[config.mk]
export PLATFORM = sky130hd
export DESIGN_NAME = hds_stencil_alu
export DESIGN_NICKNAME = d
export VERILOG_FILES = /design/src/hdl/hds_pkg.sv /design/src/hdl/hds_stencil_alu.sv
export SDC_FILE = /design/constraint.sdc
export NUM_CORES = 2
export LEC_CHECK = 0
export BUFFER_PORTS_ARGS = -buffer_cell sky130_fd_sc_hd__buf_2
export CAP_MARGIN = 10
export CORE_AREA = 2 2 258 260
export DETAILED_ROUTE_END_ITERATION = 16
export DIE_AREA = 0 0 260 262
export PLACE_DENSITY_LB_ADDON = 0.25
export SLEW_MARGIN = 30
export SYNTH_ARGS = -nofsm -noshare
export SYNTH_HDL_FRONTEND = slang
export SYNTH_SLANG_ARGS = --single-unit
[constraint.sdc]
create_clock -name clk_i -period 17.45 [get_ports clk_i]
set_input_delay 5.235 -clock clk_i [delete_from_list [all_inputs] [get_ports clk_i]]
set_output_delay 5.235 -clock clk_i [all_outputs]
set_load 0.05 [all_outputs]
[src/hdl/hds_pkg.sv]
// Shared types and constants of the heat diffusion stencil step unit.
package hds_pkg;

  localparam int SAMPLE_BITS   = 24;
  localparam int COEF_BITS     = 16;
  localparam int ROW_BITS      = 16;
  localparam int GW_BITS       = 13;
  localparam int CFG_DATA_BITS = 16;
  localparam int CFG_IDX_BITS  = 2;
  localparam int NUM_JOBS      = 4;

  // Laplacian term, products and the accumulated sum in the arithmetic pipeline.
  localparam int LAP_BITS  = SAMPLE_BITS + 2;
  localparam int PROD_BITS = LAP_BITS + COEF_BITS + 1;
  localparam int ACC_BITS  = PROD_BITS + 1;

  localparam logic [GW_BITS-1:0]  GW_RESET = GW_BITS'(4096);
  localparam logic [ROW_BITS-1:0] GH_RESET = ROW_BITS'(4096);

  typedef logic signed [SAMPLE_BITS-1:0] sample_t;
  typedef logic [COEF_BITS-1:0]          coef_t;
  typedef logic [ROW_BITS-1:0]           row_t;

  typedef enum logic [CFG_IDX_BITS-1:0] {
    CFG_GRID_WIDTH  = 2'd0,
    CFG_GRID_HEIGHT = 2'd1,
    CFG_COEF_X      = 2'd2,
    CFG_COEF_Y      = 2'd3
  } cfg_idx_e;

  // Position of a sample inside the grid, as the window logic needs it.
  typedef struct packed {
    logic col_ge1;
    logic col_ge2;
    logic row_ge1;
    logic row_ge2;
    logic last_col;
    logic last_row;
  } pos_flags_t;

  // Operands of one five-point update.
  typedef struct packed {
    sample_t ctr;
    sample_t up;
    sample_t down;
    sample_t left;
    sample_t right;
  } stencil_ops_t;

endpackage

[src/hdl/hds_stencil_alu.sv]
// Three-stage arithmetic pipeline for one five-point update with saturation.
module hds_stencil_alu #(
  parameter int COL_BITS = 12
) (
  input  logic                  clk_i,
  input  logic                  rst_ni,
  input  hds_pkg::coef_t        coef_x_i,
  input  hds_pkg::coef_t        coef_y_i,
  input  logic                  in_valid_i,
  output logic                  in_ready_o,
  input  hds_pkg::stencil_ops_t ops_i,
  input  logic [COL_BITS-1:0]   col_i,
  input  hds_pkg::row_t         row_i,
  input  logic                  end_i,
  output logic                  out_valid_o,
  input  logic                  out_ready_i,
  output hds_pkg::sample_t      value_o,
  output logic [COL_BITS-1:0]   col_o,
  output hds_pkg::row_t         row_o,
  output logic                  end_o
);
  import hds_pkg::*;

  localparam int Q_BITS = ACC_BITS - COEF_BITS;

  typedef logic signed [LAP_BITS-1:0]  lap_t;
  typedef logic signed [PROD_BITS-1:0] prod_t;
  typedef logic signed [ACC_BITS-1:0]  acc_t;

  logic v1_q, v2_q, v3_q;
  logic r1, r2, r3;

  lap_t                ly1_q, lx1_q, ly_d, lx_d;
  sample_t             ctr1_q, ctr2_q;
  logic [COL_BITS-1:0] col1_q, col2_q, col3_q;
  row_t                row1_q, row2_q, row3_q;
  logic                end1_q, end2_q, end3_q;
  prod_t               py2_q, px2_q, py_d, px_d;
  sample_t             val3_q, val_d;

  acc_t                    acc;
  logic signed [Q_BITS-1:0] q;
  logic [Q_BITS-SAMPLE_BITS:0] q_top;

  assign r3         = !v3_q || out_ready_i;
  assign r2         = !v2_q || r3;
  assign r1         = !v1_q || r2;
  assign in_ready_o = r1;

  // Second differences along each axis.
  always_comb begin
    ly_d = LAP_BITS'(ops_i.up) + LAP_BITS'(ops_i.down) - (LAP_BITS'(ops_i.ctr) <<< 1);
    lx_d = LAP_BITS'(ops_i.left) + LAP_BITS'(ops_i.right) - (LAP_BITS'(ops_i.ctr) <<< 1);
  end

  assign py_d = $signed({1'b0, coef_y_i}) * ly1_q;
  assign px_d = $signed({1'b0, coef_x_i}) * lx1_q;

  // Adding the center scaled up before the shift gives floor(sum) + center.
  always_comb begin
    acc   = ACC_BITS'(py2_q) + ACC_BITS'(px2_q) + (ACC_BITS'(ctr2_q) <<< COEF_BITS);
    q     = $signed(acc[ACC_BITS-1:COEF_BITS]);
    q_top = q[Q_BITS-1:SAMPLE_BITS-1];
    if ((&q_top) || !(|q_top)) begin
      val_d = q[SAMPLE_BITS-1:0];
    end else if (q[Q_BITS-1]) begin
      val_d = {1'b1, {(SAMPLE_BITS-1){1'b0}}};
    end else begin
      val_d = {1'b0, {(SAMPLE_BITS-1){1'b1}}};
    end
  end

  always_ff @(posedge clk_i or negedge rst_ni) begin
    if (!rst_ni) begin
      v1_q <= 1'b0;
      v2_q <= 1'b0;
      v3_q <= 1'b0;
    end else begin
      if (r1) v1_q <= in_valid_i;
      if (r2) v2_q <= v1_q;
      if (r3) v3_q <= v2_q;
    end
  end

  always_ff @(posedge clk_i) begin
    if (r1 && in_valid_i) begin
      ly1_q  <= ly_d;
      lx1_q  <= lx_d;
      ctr1_q <= ops_i.ctr;
      col1_q <= col_i;
      row1_q <= row_i;
      end1_q <= end_i;
    end
    if (r2 && v1_q) begin
      py2_q  <= py_d;
      px2_q  <= px_d;
      ctr2_q <= ctr1_q;
      col2_q <= col1_q;
      row2_q <= row1_q;
      end2_q <= end1_q;
    end
    if (r3 && v2_q) begin
      val3_q <= val_d;
      col3_q <= col2_q;
      row3_q <= row2_q;
      end3_q <= end2_q;
    end
  end

  assign out_valid_o = v3_q;
  assign value_o     = val3_q;
  assign col_o       = col3_q;
  assign row_o       = row3_q;
  assign end_o       = end3_q;

endmodule

[Word-level counts from Yosys, hierarchy flattened]
Cells that the tools add are included.
Cells by class
  $add $sub $neg: 6
  mux-type cells: 2
  reductions and logical operators: 13
  $mul: 2
Operator list (number)
  $mul A17 B26 Y43: 2
  $sub A25 B25 Y26: 2
  $add A24 B24 Y25: 2
  $mux W24: 2
  $add A43 B43 Y44: 1
  $add A44 B40 Y44: 1
  $reduce_and A5 Y1: 1
  $reduce_or A5 Y1: 1
  $logic_not A1 Y1: 4
  $logic_or A1 B1 Y1: 4
  $logic_and A1 B1 Y1: 3
Storage, ports and cells
  output and inout bits: 55
  flip-flop bits (word level): 300
  logic and storage cells: 42

[Depth between registers and ports, before layout]
  depth in word-level cells: 6
  mapped depth: 27
  depth with buffers taken out: 24

[Worst setup path before layout]
Ideal clock, no wire load.
  kind: in2reg
  start point: input port coef_x_i[2]
  end point: register px2_q[42] (data pin)
  buffers on the path: 2
  stages on the path: 23
  arrival time: 11.245 ns
  library setup time: 0.260 ns
  setup slack: 5.945 ns
  cell sequence: clkbuf_1 > clkbuf_1 > nand2_1 > fa_1 > fa_1 > fa_1 > fa_1 > inv_1 > fa_1 > inv_1 > fa_1 > inv_1 > ha_1 > and3_1 > nand3_1 > a2111oi_0 > nor3_1 > a21oi_2 > a41oi_2 > o31ai_1 > a221o_1 > a21oi_1 > xnor2_1
Between the ends
  cells in the longest elaborated chain, start to end: 1
Ends and longest elaborated chain
  start, declared: line hds_stencil_alu.sv:7  | input hds_pkg::coef_t coef_x_i,
  $mul A17 B26 Y43: line hds_stencil_alu.sv:57  | assign px_d = $signed({1'b0, coef_x_i}) * lx1_q;
  named net px_d[42]: line hds_stencil_alu.sv:38  | prod_t py2_q, px2_q, py_d, px_d;
  end signal, assigned: line hds_stencil_alu.sv:96  | px2_q <= px_d;
  end, declared: line hds_stencil_alu.sv:38
The timed path passes the listed nets, and every way through them passes these cells.
A chain may end at the register's enable or synchronous reset.

[Worst setup path in the final report]
  start point: input port coef_y_i[3]
  end point: register py2_q[40] (data pin)
Between the ends
  cells in the longest elaborated chain, start to end: 1
Ends and longest elaborated chain
  start, declared: line hds_stencil_alu.sv:8  | input hds_pkg::coef_t coef_y_i,
  $mul A17 B26 Y43: line hds_stencil_alu.sv:56  | assign py_d = $signed({1'b0, coef_y_i}) * ly1_q;
  named net py_d[40]: line hds_stencil_alu.sv:38
  end signal, assigned: line hds_stencil_alu.sv:95  | py2_q <= py_d;
  end, declared: line hds_stencil_alu.sv:38
The timed path passes the listed nets, and every way through them passes these cells.

==> metrics.yaml <==
status:
  status: "completed"
sta:
  fin_crit_sh_pct: 67.2
  tightestPinTransition_ps: 838
  min_period_ps: 11730
  setup_tns_ps: 0
  hold_viol: 0
  rsz0062_at_grt: "false"
  fin_skew_ps: 28.4
  relSlewSlack_pct: 44.0
  setup_viol: 0
  max_freq_ghz: 0.0852
  finalMaxSlewViolations: 0
drt:
  wl_microns: 106000
  vias: 31900
  first_pass_iters: 6
  antenna_left: 0
  dr.first_iter.drc_count: 2482
  drc_errors: 0
  vias_per_cell: 5.68
  wl_per_cell_microns: 18.9
global_route:
  grt_max_degree: 77
  grt_pass1_wl_microns: 174000
  grt_pass1_vias: 34500
  grt_usage_pct: 33.0
  overflow: 0
  antenna_found_initial: 1
place:
  gp_congestion: 0.932
  post-dp-hpwl_microns: 85500
  port_buffers: 239
synthesis:
  synth_edf_count: 297
  async_flop_share_pct: 1.00
  syn_area_sq_um: 45500
  ys_seq_area_share_pct: 19.8
  ys_top_cells_by_area: "fa_1 39%, edfxtp_1 20%, inv_1 9.9%"
  synth_nets: 5973
  ys_warn_count: 0
  netlist_instances: 4587
  yosysTopAreaCellShare_pct: 38.9
  synth_top_cells_by_count: "1204 x inv_1, 885 x fa_1, 552 x nand2_1, 358 x and2_1, 316 x ha_1"
  yosysMostFrequentCell: "inv_1"
  avgSynthCellArea_sq_um: 9.92
  yosys.area.top_type: "fa_1"
  synth-main-ff-cell: "edfxtp_1"
  yosys_register_bits: 300
  ys_types: 70
setup_path:
  path_class: "in2reg"
  cp-end-kind: "flip-flop"
  crit_required_ps: 17850
  cp-start-kind: "input pin"
  crit_fanout: 26
  arrival_ps: 12130
layout:
  layout-drive-gt1-share_pct: 6.68
  nNetsFinal: 6110
  fillers: 4539
  area_growth_pct: 6.35
floorplan:
  rows: 94
  die_h_microns: 262
  start_util_pct: 69.7
  dieWidth_microns: 260
  ioPinCount: 240
  dieArea_sq_um: 68100
  coreArea_sq_um: 65300
clock_network:
  cts_tree: "built"
  clockRootBuffer: "clkbuf_16"
  cts_setup_buffers: 0
  htree_levels: 2
  numClockSinks: 300
  postCtsHoldBufs: 0
  clockBufferDepth: 3
  clkTransAtPathRegs_ps: 60
  insertion_delay_ps: 540
  cts_resized: 0
  numCtsBuffers: 34
worst_hold_path:
  min_path_type: "reg2reg"
job:
  max_cap_viol_count: 0
==> state kept, by name, indices dropped and copies added, names as in the netlist <==
register and flops:
out_valid_o 1, ctr2_q 24, end1_q 1, py2_q 43
col2_q 12, px2_q 43, v1_q 1, row1_q 16
ly1_q 26, end2_q 1, lx1_q 26, v2_q 1
row_o 16, row2_q 16, end_o 1, col1_q 12
ctr1_q 24, value_o 24, col_o 12
==> critical path, cell delays in order <==
cell and delay (ps):
buf_2 490, nand2_1 160, fa_1 520, fa_1 510, fa_1 520, inv_1 50, fa_1 500, fa_1 500
inv_1 50, fa_1 470, inv_1 40, ha_1 350, a21o_1 230, a21oi_1 180, o21ai_0 90, a21oi_1 190
o21ai_0 110, o21ai_0 360, a211oi_1 220, o41ai_2 480, a31oi_1 280, or4_1 460, nand4_1 110
==> metrics by stage <==
step / std cells / utilization [%] / hold WS [ps] / worst slack (ps) / cell area, sq um
finish: 5612 / 74.2 / 414 / 5720 / 48400
global route: 5611 / 74.1 / 421 / 5340 / 48400
CTS: 5611 / 74.1 / 415 / 5800 / 48400
detailed placement: 5552 / 72.5 / 405 / 5280 / 47300
global placement: 5552 / 72.4 / 400 / 5450 / 47300
floorplan: 4587 / - / 400 / 5940 / 45500
==> layout by cell type (no fill, tap or decap), types with 6 or more instances in the layout <==
cell | synthesis | layout
nor2b_1 | 22 | 22
clkbuf_16 | 0 | 35
xnor2_1 | 97 | 97
a211oi_1 | 10 | 10
o31ai_1 | 6 | 6
a21oi_1 | 132 | 132
inv_1 | 1204 | 1204
nand2b_1 | 21 | 21
nand3_1 | 33 | 33
nand4_1 | 13 | 13
o21a_1 | 20 | 20
o211ai_1 | 8 | 8
buf_2 | 0 | 239
and3_1 | 15 | 15
or3_1 | 8 | 8
nor3_1 | 25 | 25
nor2_1 | 84 | 84
fa_1 | 885 | 885
xor2_1 | 51 | 51
ha_1 | 316 | 316
o21ai_0 | 68 | 68
o21bai_1 | 14 | 14
nand2_1 | 552 | 552
a31oi_1 | 13 | 13
edfxtp_1 | 297 | 297
clkinv_1 | 0 | 6
and2_1 | 358 | 355
a21o_1 | 108 | 108
==> cell families (layout without fill, tap and decap cells) <==
kind of cell	count (synthesis)	after routing	synth area share (%)
DFF	300	300	19.8
and+or+nand+nor	1145	1145	12.1
other	0	1	0
muxes	2	2	0.0440
AOI/OAI and AO/OA	443	443	6.44
buffers and inverters	1348	1508	11.2
adders and majority gates	1201	1201	47.6
xor gates and xnor gates	148	148	2.85
==> path summary, 6_finish.rpt <==
check | from | endpoint | slack, ps | cells after the start
worst min register to register | col1_q[5] | col2_q[5] | 410 | 0
min in group asynchronous | rst_ni | v1_q | 4480 | 1
worst max-delay path | coef_y_i[3] | py2_q[40] | 5720 | 23
worst max register to register | lx1_q[17] | px2_q[42] | 10010 | 21
worst min-delay path | col1_q[5] | col2_q[5] | 410 | 0
max in group asynchronous | rst_ni | out_valid_o | 12860 | 1
==> routing by layer <==
metal  vias to the layer above  track usage, %  part of all wire, %  wire length [microns]
met1                     16200            41.9                   38                  40000
met5                         -               0                0.011                     12
met2                      1315            57.0                   50                  53300
met4                         2            13.6                  4.7                   4970
li1                      14100               -                    -                      -
met3                       306            5.37                  7.4                   7880
==> area by class of cell <==
class / count / area (sq um) / share of cell area [%]
antenna: 1 / 2.50 / 0.00517
clock buffer: 37 / 883 / 1.82
clock inverter: 22 / 218 / 0.450
inverter: 1204 / 4520 / 9.34
multi-input combinational: 2939 / 31500 / 65.0
sequential: 300 / 8990 / 18.6
tap: 864 / 1080 / 2.23
timing repair buffer: 245 / 1240 / 2.57
Power is left out: the tool's default activity adds up to more than one toggle a clock period on the data nets, which glitch-free logic cannot reach.
