$ cat src/hdl/hds_pkg.sv
// Shared types and constants of the heat diffusion stencil step unit.
package hds_pkg;

  localparam int SAMPLE_BITS   = 24;
  localparam int COEF_BITS     = 16;
  localparam int ROW_BITS      = 16;
  localparam int GW_BITS       = 13;
  localparam int CFG_DATA_BITS = 16;
  localparam int CFG_IDX_BITS  = 2;
  localparam int NUM_JOBS      = 4;

  // Laplacian term, products and the accumulated sum in the arithmetic pipeline.
  localparam int LAP_BITS  = SAMPLE_BITS + 2;
  localparam int PROD_BITS = LAP_BITS + COEF_BITS + 1;
  localparam int ACC_BITS  = PROD_BITS + 1;

  localparam logic [GW_BITS-1:0]  GW_RESET = GW_BITS'(4096);
  localparam logic [ROW_BITS-1:0] GH_RESET = ROW_BITS'(4096);

  typedef logic signed [SAMPLE_BITS-1:0] sample_t;
  typedef logic [COEF_BITS-1:0]          coef_t;
  typedef logic [ROW_BITS-1:0]           row_t;

  typedef enum logic [CFG_IDX_BITS-1:0] {
    CFG_GRID_WIDTH  = 2'd0,
    CFG_GRID_HEIGHT = 2'd1,
    CFG_COEF_X      = 2'd2,
    CFG_COEF_Y      = 2'd3
  } cfg_idx_e;

  // Position of a sample inside the grid, as the window logic needs it.
  typedef struct packed {
    logic col_ge1;
    logic col_ge2;
    logic row_ge1;
    logic row_ge2;
    logic last_col;
    logic last_row;
  } pos_flags_t;

  // Operands of one five-point update.
  typedef struct packed {
    sample_t ctr;
    sample_t up;
    sample_t down;
    sample_t left;
    sample_t right;
  } stencil_ops_t;

endpackage

$ cat src/hdl/hds_window.sv
// Sliding 3x3 neighborhood registers and the queue of pending updates.
module hds_window #(
  parameter int COL_BITS = 12
) (
  input  logic                  clk_i,
  input  logic                  rst_ni,
  input  logic                  load_i,
  output logic                  load_ready_o,
  input  hds_pkg::sample_t      x_i,
  input  logic [COL_BITS-1:0]   col_i,
  input  hds_pkg::row_t         row_i,
  input  hds_pkg::pos_flags_t   flags_i,
  input  hds_pkg::sample_t      newer_i,
  input  hds_pkg::sample_t      older_i,
  output logic                  job_valid_o,
  input  logic                  job_ready_i,
  output hds_pkg::stencil_ops_t job_o,
  output logic [COL_BITS-1:0]   job_col_o,
  output hds_pkg::row_t         job_row_o,
  output logic                  job_end_o
);
  import hds_pkg::*;

  localparam int SLOT_BITS = $clog2(NUM_JOBS);

  // Update slots in the order they leave the block.
  localparam int JOB_PREV_ROW  = 0;
  localparam int JOB_LAST_ROW  = 1;
  localparam int JOB_EDGE_PREV = 2;
  localparam int JOB_EDGE_LAST = 3;

  sample_t x1_q, x2_q, a1_q, a2_q, b1_q;

  stencil_ops_t        ops_q  [NUM_JOBS];
  logic [COL_BITS-1:0] jcol_q [NUM_JOBS];
  row_t                jrow_q [NUM_JOBS];
  logic [NUM_JOBS-1:0] mask_q, mask_d;

  stencil_ops_t        new_ops [NUM_JOBS];
  logic [COL_BITS-1:0] new_col [NUM_JOBS];
  row_t                new_row [NUM_JOBS];
  logic [NUM_JOBS-1:0] new_mask;

  logic [SLOT_BITS-1:0] sel;
  logic [NUM_JOBS-1:0]  sel_oh;
  logic [NUM_JOBS-1:0]  remaining;
  logic                 pop;
  logic [COL_BITS-1:0]  k;
  row_t                 rprev;

  // Names: x is the current row, a the row above, b two rows above;
  // suffix 1 is one column to the left, suffix 2 two columns.
  always_comb begin
    k     = col_i - COL_BITS'(1);
    rprev = row_i - ROW_BITS'(1);

    new_mask[JOB_PREV_ROW]      = flags_i.col_ge1 && flags_i.row_ge1;
    new_ops[JOB_PREV_ROW].ctr   = a1_q;
    new_ops[JOB_PREV_ROW].up    = flags_i.row_ge2 ? b1_q : a1_q;
    new_ops[JOB_PREV_ROW].down  = x1_q;
    new_ops[JOB_PREV_ROW].left  = flags_i.col_ge2 ? a2_q : a1_q;
    new_ops[JOB_PREV_ROW].right = newer_i;
    new_col[JOB_PREV_ROW]       = k;
    new_row[JOB_PREV_ROW]       = rprev;

    new_mask[JOB_LAST_ROW]      = flags_i.col_ge1 && flags_i.last_row;
    new_ops[JOB_LAST_ROW].ctr   = x1_q;
    new_ops[JOB_LAST_ROW].up    = flags_i.row_ge1 ? a1_q : x1_q;
    new_ops[JOB_LAST_ROW].down  = x1_q;
    new_ops[JOB_LAST_ROW].left  = flags_i.col_ge2 ? x2_q : x1_q;
    new_ops[JOB_LAST_ROW].right = x_i;
    new_col[JOB_LAST_ROW]       = k;
    new_row[JOB_LAST_ROW]       = row_i;

    new_mask[JOB_EDGE_PREV]      = flags_i.last_col && flags_i.row_ge1;
    new_ops[JOB_EDGE_PREV].ctr   = newer_i;
    new_ops[JOB_EDGE_PREV].up    = flags_i.row_ge2 ? older_i : newer_i;
    new_ops[JOB_EDGE_PREV].down  = x_i;
    new_ops[JOB_EDGE_PREV].left  = flags_i.col_ge1 ? a1_q : newer_i;
    new_ops[JOB_EDGE_PREV].right = newer_i;
    new_col[JOB_EDGE_PREV]       = col_i;
    new_row[JOB_EDGE_PREV]       = rprev;

    new_mask[JOB_EDGE_LAST]      = flags_i.last_col && flags_i.last_row;
    new_ops[JOB_EDGE_LAST].ctr   = x_i;
    new_ops[JOB_EDGE_LAST].up    = flags_i.row_ge1 ? newer_i : x_i;
    new_ops[JOB_EDGE_LAST].down  = x_i;
    new_ops[JOB_EDGE_LAST].left  = flags_i.col_ge1 ? x1_q : x_i;
    new_ops[JOB_EDGE_LAST].right = x_i;
    new_col[JOB_EDGE_LAST]       = col_i;
    new_row[JOB_EDGE_LAST]       = row_i;
  end

  always_comb begin
    sel = '0;
    for (int i = NUM_JOBS - 1; i >= 0; i--) begin
      if (mask_q[i]) begin
        sel = SLOT_BITS'(i);
      end
    end
    sel_oh      = '0;
    sel_oh[sel] = 1'b1;
  end

  assign job_valid_o  = |mask_q;
  assign pop          = job_valid_o && job_ready_i;
  assign remaining    = mask_q & ~sel_oh;
  assign load_ready_o = (mask_q == '0) || (pop && (remaining == '0));
  assign mask_d       = load_i ? new_mask : (pop ? remaining : mask_q);

  assign job_o     = ops_q[sel];
  assign job_col_o = jcol_q[sel];
  assign job_row_o = jrow_q[sel];
  assign job_end_o = (sel == SLOT_BITS'(JOB_EDGE_LAST));

  always_ff @(posedge clk_i or negedge rst_ni) begin
    if (!rst_ni) begin
      mask_q <= '0;
    end else begin
      mask_q <= mask_d;
    end
  end

  always_ff @(posedge clk_i) begin
    if (load_i) begin
      x2_q <= x1_q;
      a2_q <= a1_q;
      x1_q <= x_i;
      a1_q <= newer_i;
      b1_q <= older_i;
      for (int i = 0; i < NUM_JOBS; i++) begin
        ops_q[i]  <= new_ops[i];
        jcol_q[i] <= new_col[i];
        jrow_q[i] <= new_row[i];
      end
    end
  end

endmodule

$ cat config.mk
export PLATFORM = sky130hd
export DESIGN_NAME = hds_window
export DESIGN_NICKNAME = d
export VERILOG_FILES = /design/src/hdl/hds_pkg.sv /design/src/hdl/hds_window.sv
export SDC_FILE = /design/constraint.sdc
export NUM_CORES = 1
export LEC_CHECK = 0
export BUFFER_PORTS_ARGS = -buffer_cell sky130_fd_sc_hd__buf_2
export CORE_ASPECT_RATIO = 0.75
export CORE_MARGIN = 5
export CORE_UTILIZATION = 45
export DETAILED_ROUTE_END_ITERATION = 10
export PLACE_DENSITY = 0.65
export SYNTH_ARGS = -nofsm -noshare
export SYNTH_HDL_FRONTEND = slang
export SYNTH_SLANG_ARGS = --single-unit
$ cat constraint.sdc
create_clock -name clk_i -period 5 [get_ports clk_i]
set_input_delay 0.75 -clock clk_i [delete_from_list [all_inputs] [get_ports clk_i]]
set_output_delay 0.75 -clock clk_i [all_outputs]
set_load 0.005 [all_outputs]
## Word-level counts from Yosys, hierarchy flattened

Memory sizes are Yosys's and may differ from the RTL's.
Index checks and enable logic that the tools add are counted.

| storage, ports and cells | value |
|---|---|
| flip-flop bits (word level) | 124 |
| memory bits (writable) | 592 |
| word-level logic and storage cells | 46 |
| input bits | 110 |
| memories kept | 3 |
| output and inout bits | 151 |

| operators by class | value |
|---|---|
| mux-type cells | 18 |
| equality and inequality tests | 1 |
| bitwise logic cells | 2 |
| order comparisons | 2 |
| reductions and logical operators | 12 |
| add/subtract/negate cells | 2 |

Memory list:

| memory | words | bits a word | read ports | clocked after memory_dff | wr ports | line | source |
|---|---|---|---|---|---|---|---|
| ops_q | 4 | 120 | 1 | 0 | 4 | hds_window.sv:34 | `stencil_ops_t ops_q [NUM_JOBS];` |
| jrow_q | 4 | 16 | 1 | 0 | 4 | hds_window.sv:36 | `row_t jrow_q [NUM_JOBS];` |
| jcol_q | 4 | 12 | 1 | 0 | 4 | hds_window.sv:35 | `logic [COL_BITS-1:0] jcol_q [NUM_JOBS];` |

Operators by type and width:

| cell | count |
|---|---|
| two-way mux 24 bit | 8 |
| subtractor 16 x 1 -> 16 bit, second input constant | 1 |
| subtractor 12 x 1 -> 12 bit, second input constant | 1 |
| zero test 4 bit | 2 |
| two-way mux 2 bit | 4 |
| two-way mux 4 bit | 2 |
| logical AND 1 bit | 7 |
| bitwise AND 4 bit | 1 |
| NOT 4 bit | 1 |
| OR reduction 4 bit | 1 |
| < comparator 2 x 3 -> 1 bit, second input constant | 1 |
| two-way mux 1 bit | 3 |
| demux 1 bit (select 2 bit) | 1 |
| equality test 2 bit, second input constant | 1 |
| greater-or-equal comparator 2 x 1 -> 1 bit, second input constant | 1 |
| nonzero test 2 bit | 1 |
| logical OR 1 bit | 1 |

## Logic depth before layout (Yosys ltp)

| depth | value |
|---|---|
| word-level depth | 13 |
| mapped depth | 7 |
| mapped depth without buffers | 6 |

## Worst setup path after synthesis

No wires, ideal clock.

| path | value |
|---|---|
| kind | flip-flop to output port |
| start | register mask_q[3] |
| end | output port job_o[105] (netlist name) |
| cell stages (with the launch flop) | 7 |
| setup slack | 2.667 ns |
| arrival time | 1.583 ns |
| data required time | 4.250 ns |
| buffers on the path | 3 |
| cells stage by stage | dfrtp_1 > buf_4 > nor2b_4 > o21bai_1 > buf_6 > buf_8 > mux4_2 |

RTL lines:

| what | line | source |
|---|---|---|
| start, declared | hds_window.sv:37 | `logic [NUM_JOBS-1:0] mask_q, mask_d;` |
| start signal, assigned | hds_window.sv:120 | `mask_q <= mask_d;` |
| end, declared | hds_window.sv:17 | `output hds_pkg::stencil_ops_t job_o,` |

==> metrics <==
Core ar.=around 0.038 mm²; Syn Std Cell Area=~0.017 mm²; peak supply drop=between 0.2 and 0.3 mV; Crit Path Category=reg -> out; Power, Total=between 7 and 8 mW; fillers=approximately 3200; detailed placement HPWL=24.8 mm; Routed WL=approximately 40 mm; H-tree levels=2; fin cells=1908; Slew Limit Fails=0; Setup Fix Bufs, Post-CTS=0; P_leak=approximately 7.5 nW; Root Driver=clkbuf_16; worst-margin pin slew=between 1 and 1.5 ns; fin crit period=roughly 3.9 ns; largest net degree at the start of global routing=between 100 and 150; most area-hungry cell type in the Yosys netlist=edfxtp_1; area growth from synthesis to layout=17.7%; post-placement cell count=approximately 1800; final hold violation count=0; gpl congestion=0.731; Die X=approximately 240 µm; pwr dens=387 mW/mm²; first-pass GRT wire length=about 60 mm; Post-Place Setup Slack=about 1.6 ns; total number of vias=a little over 10000; Yosys reg bits=~370; fin nets=~1500; antenna-violating nets left=0; max_slew headroom=0.201; Std-Cell Rows=62; drt pass-1 iters=5; RSZ-0062 raised after global routing=false; Clk Latency, worst-skew pair=approximately 0.52 ns; Worst R2R Setup Slack=between 3 and 4 ns; GRT overflow=0; clk slew on worst S/H paths=~0.060 ns; setup_tns=0 ns; count leader, synth=edfxtp_1; worst hold path type=in -> reg; number of flops mapped to enable cells by yosys=368; clock sink total=~370; full die area=approximately 0.042 mm²; number of vias per cell=approximately 5.3; most common library cells after synthesis=edfxtp_1 (368), mux2_2 (265), a21oi_1 (97); part of the cycle the worst path needs=0.780; worst hold path stage count=1; DRT iter0 DRCs=664; number of global-route vias before repair=roughly 10000; cell area after layout=0.0202 mm²; Post-CTS Hold Fix Bufs=1; RR Startpoint=mask_q[2]$_DFFE_PN0P_; post-layout util=0.533; CTS buffer count=39; Seq/Total Area, Yosys=0.648; Final setup viols=0; Synth Area per Inst=15.4 µm²; async set or reset register ratio after synthesis=0.0108; area post-placement=approximately 0.019 mm²; worst-path maximum fanout=38; hold path endpoint=b1_q[9]$_DFFE_PP_; syn nets=between 1000 and 1500; gr usage total=0.182; Ports=261; detailed-route DRC error count=0; Yosys cell types=38; Post-CTS Resized=0; share of cells above drive strength 1=0.453; DR WL/cell=20.9 µm; Top FF cell, synth=edfxtp_1; status=complete, no violations; Post-Synthesis Cells=1120; achievable frequency=around 0.26 GHz; CTS tree=yes; CP Data Required Time=between 4 and 5 ns; Max Cap Violations=0; type of origin of the critical path=register; Setup Skew=0.00953 ns; CP Capture Type=output pin; dominant cells by area after synthesis=edfxtp_1 (64%), mux2_2 (17%), mux4_2 (3.1%); HP Start=older_i[9]; maximum clock path buffer count=3; initial core utilization=0.453; Yosys warnings=0; post-synth top area share=0.642; Port Buffer Count=between 200 and 300; Die H=roughly 180 µm; worst path arrival time=between 3 and 4 ns; capturing point of the worst reg2reg path=mask_q[3]$_DFFE_PN0P_; WHS=between 0.4 and 0.5 ns; setup ws final=roughly 1.1 ns; initial antenna violation count=5; Worst R2R Path Depth=3
==> layout by cell type, fill, tap and decap left out, types with 6 or more instances in the layout <==
cell type,n
xor2_1,14
nand3_1,6
mux4_2,24
clkbuf_16,41
a22o_1,48
inv_1,54
buf_4,14
o21ai_0,55
buf_2,259
nor2_1,9
edfxtp_1,368
xnor2_1,8
mux2_2,265
nand2_1,60
clkinv_1,10
a21oi_1,97
clkinv_2,8
==> critical path: stages, from the launching register on <==
cell     delay, ns
dfrtp_2       0.95
or2_2         1.05
buf_4         0.34
a22o_1        0.17
buf_2         0.11
==> routing by layer <==
metal  up-vias  GRT usage  part of all wire
met4         8     0.0428             0.018
met3        55     0.0381             0.054
met1      5054      0.252              0.45
met5         -          0            0.0012
li1       4797          -                 -
met2       253      0.298              0.48
==> worst max path at each step <==
stage / startpoint / to / slack, ns / depth (start not counted)
2_1_floorplan: mask_q[3]$_DFFE_PN0P_ / job_o[105] / 2.67 / 6
3_3_place_gp: mask_q[0]$_DFFE_PN0P_ / job_o[46] / 1.67 / 4
3_5_place_dp: mask_q[0]$_DFFE_PN0P_ / job_o[27] / 1.61 / 4
4_1_cts: mask_q[0]$_DFFE_PN0P_ / job_o[27] / 1.03 / 4
5_1_grt: mask_q[0]$_DFFE_PN0P_ / job_o[26] / 0.93 / 4
6_report: mask_q[0]$_DFFE_PN0P_ / job_o[27] / 1.10 / 4
==> flip-flops by register name, indices dropped and copies added (netlist names), 23 cells and up <==
signal and cells:
a1_q 23, a2_q 23, jcol_q 24, jrow_q 32
x1_q 23, ops_q 196, x2_q 23, b1_q 24
==> power breakdown <==
| group | total [mW] | internal, mW | switching (mW) |
|---|---|---|---|
| Clock | 2.93 | 1.75 | 1.18 |
| Combinational | 1.04 | 0.523 | 0.521 |
| Sequential | 3.86 | 3.73 | 0.133 |
==> cell families (layout without fill, tap and decap cells) <==
family                     Yosys count  after routing  synth area share
xor gates and xnor gates            22             22            0.0112
buffers and inverters              128            403            0.0348
AOI/OAI and AO/OA                  202            202            0.0695
and+or+nand+nor                    102            102            0.0279
other                                0              1                 0
muxes                              292            292             0.207
adders and majority gates            2              2           0.00145
DFF                                372            372             0.648
==> final cells by class <==
type	count	area (µm²)	share of cell area
Antenna cell	1	2.50	0.000124
Clock buffer	46	1040	0.0516
Clock inverter	25	243	0.0120
Inverter	54	203	0.0100
Multi-Input combinational cell	620	5460	0.270
Sequential cell	372	11200	0.551
Tap cell	512	641	0.0316
Timing Repair Buffer	278	1490	0.0734
No activity file was read; power rests on OpenSTA's default activity.
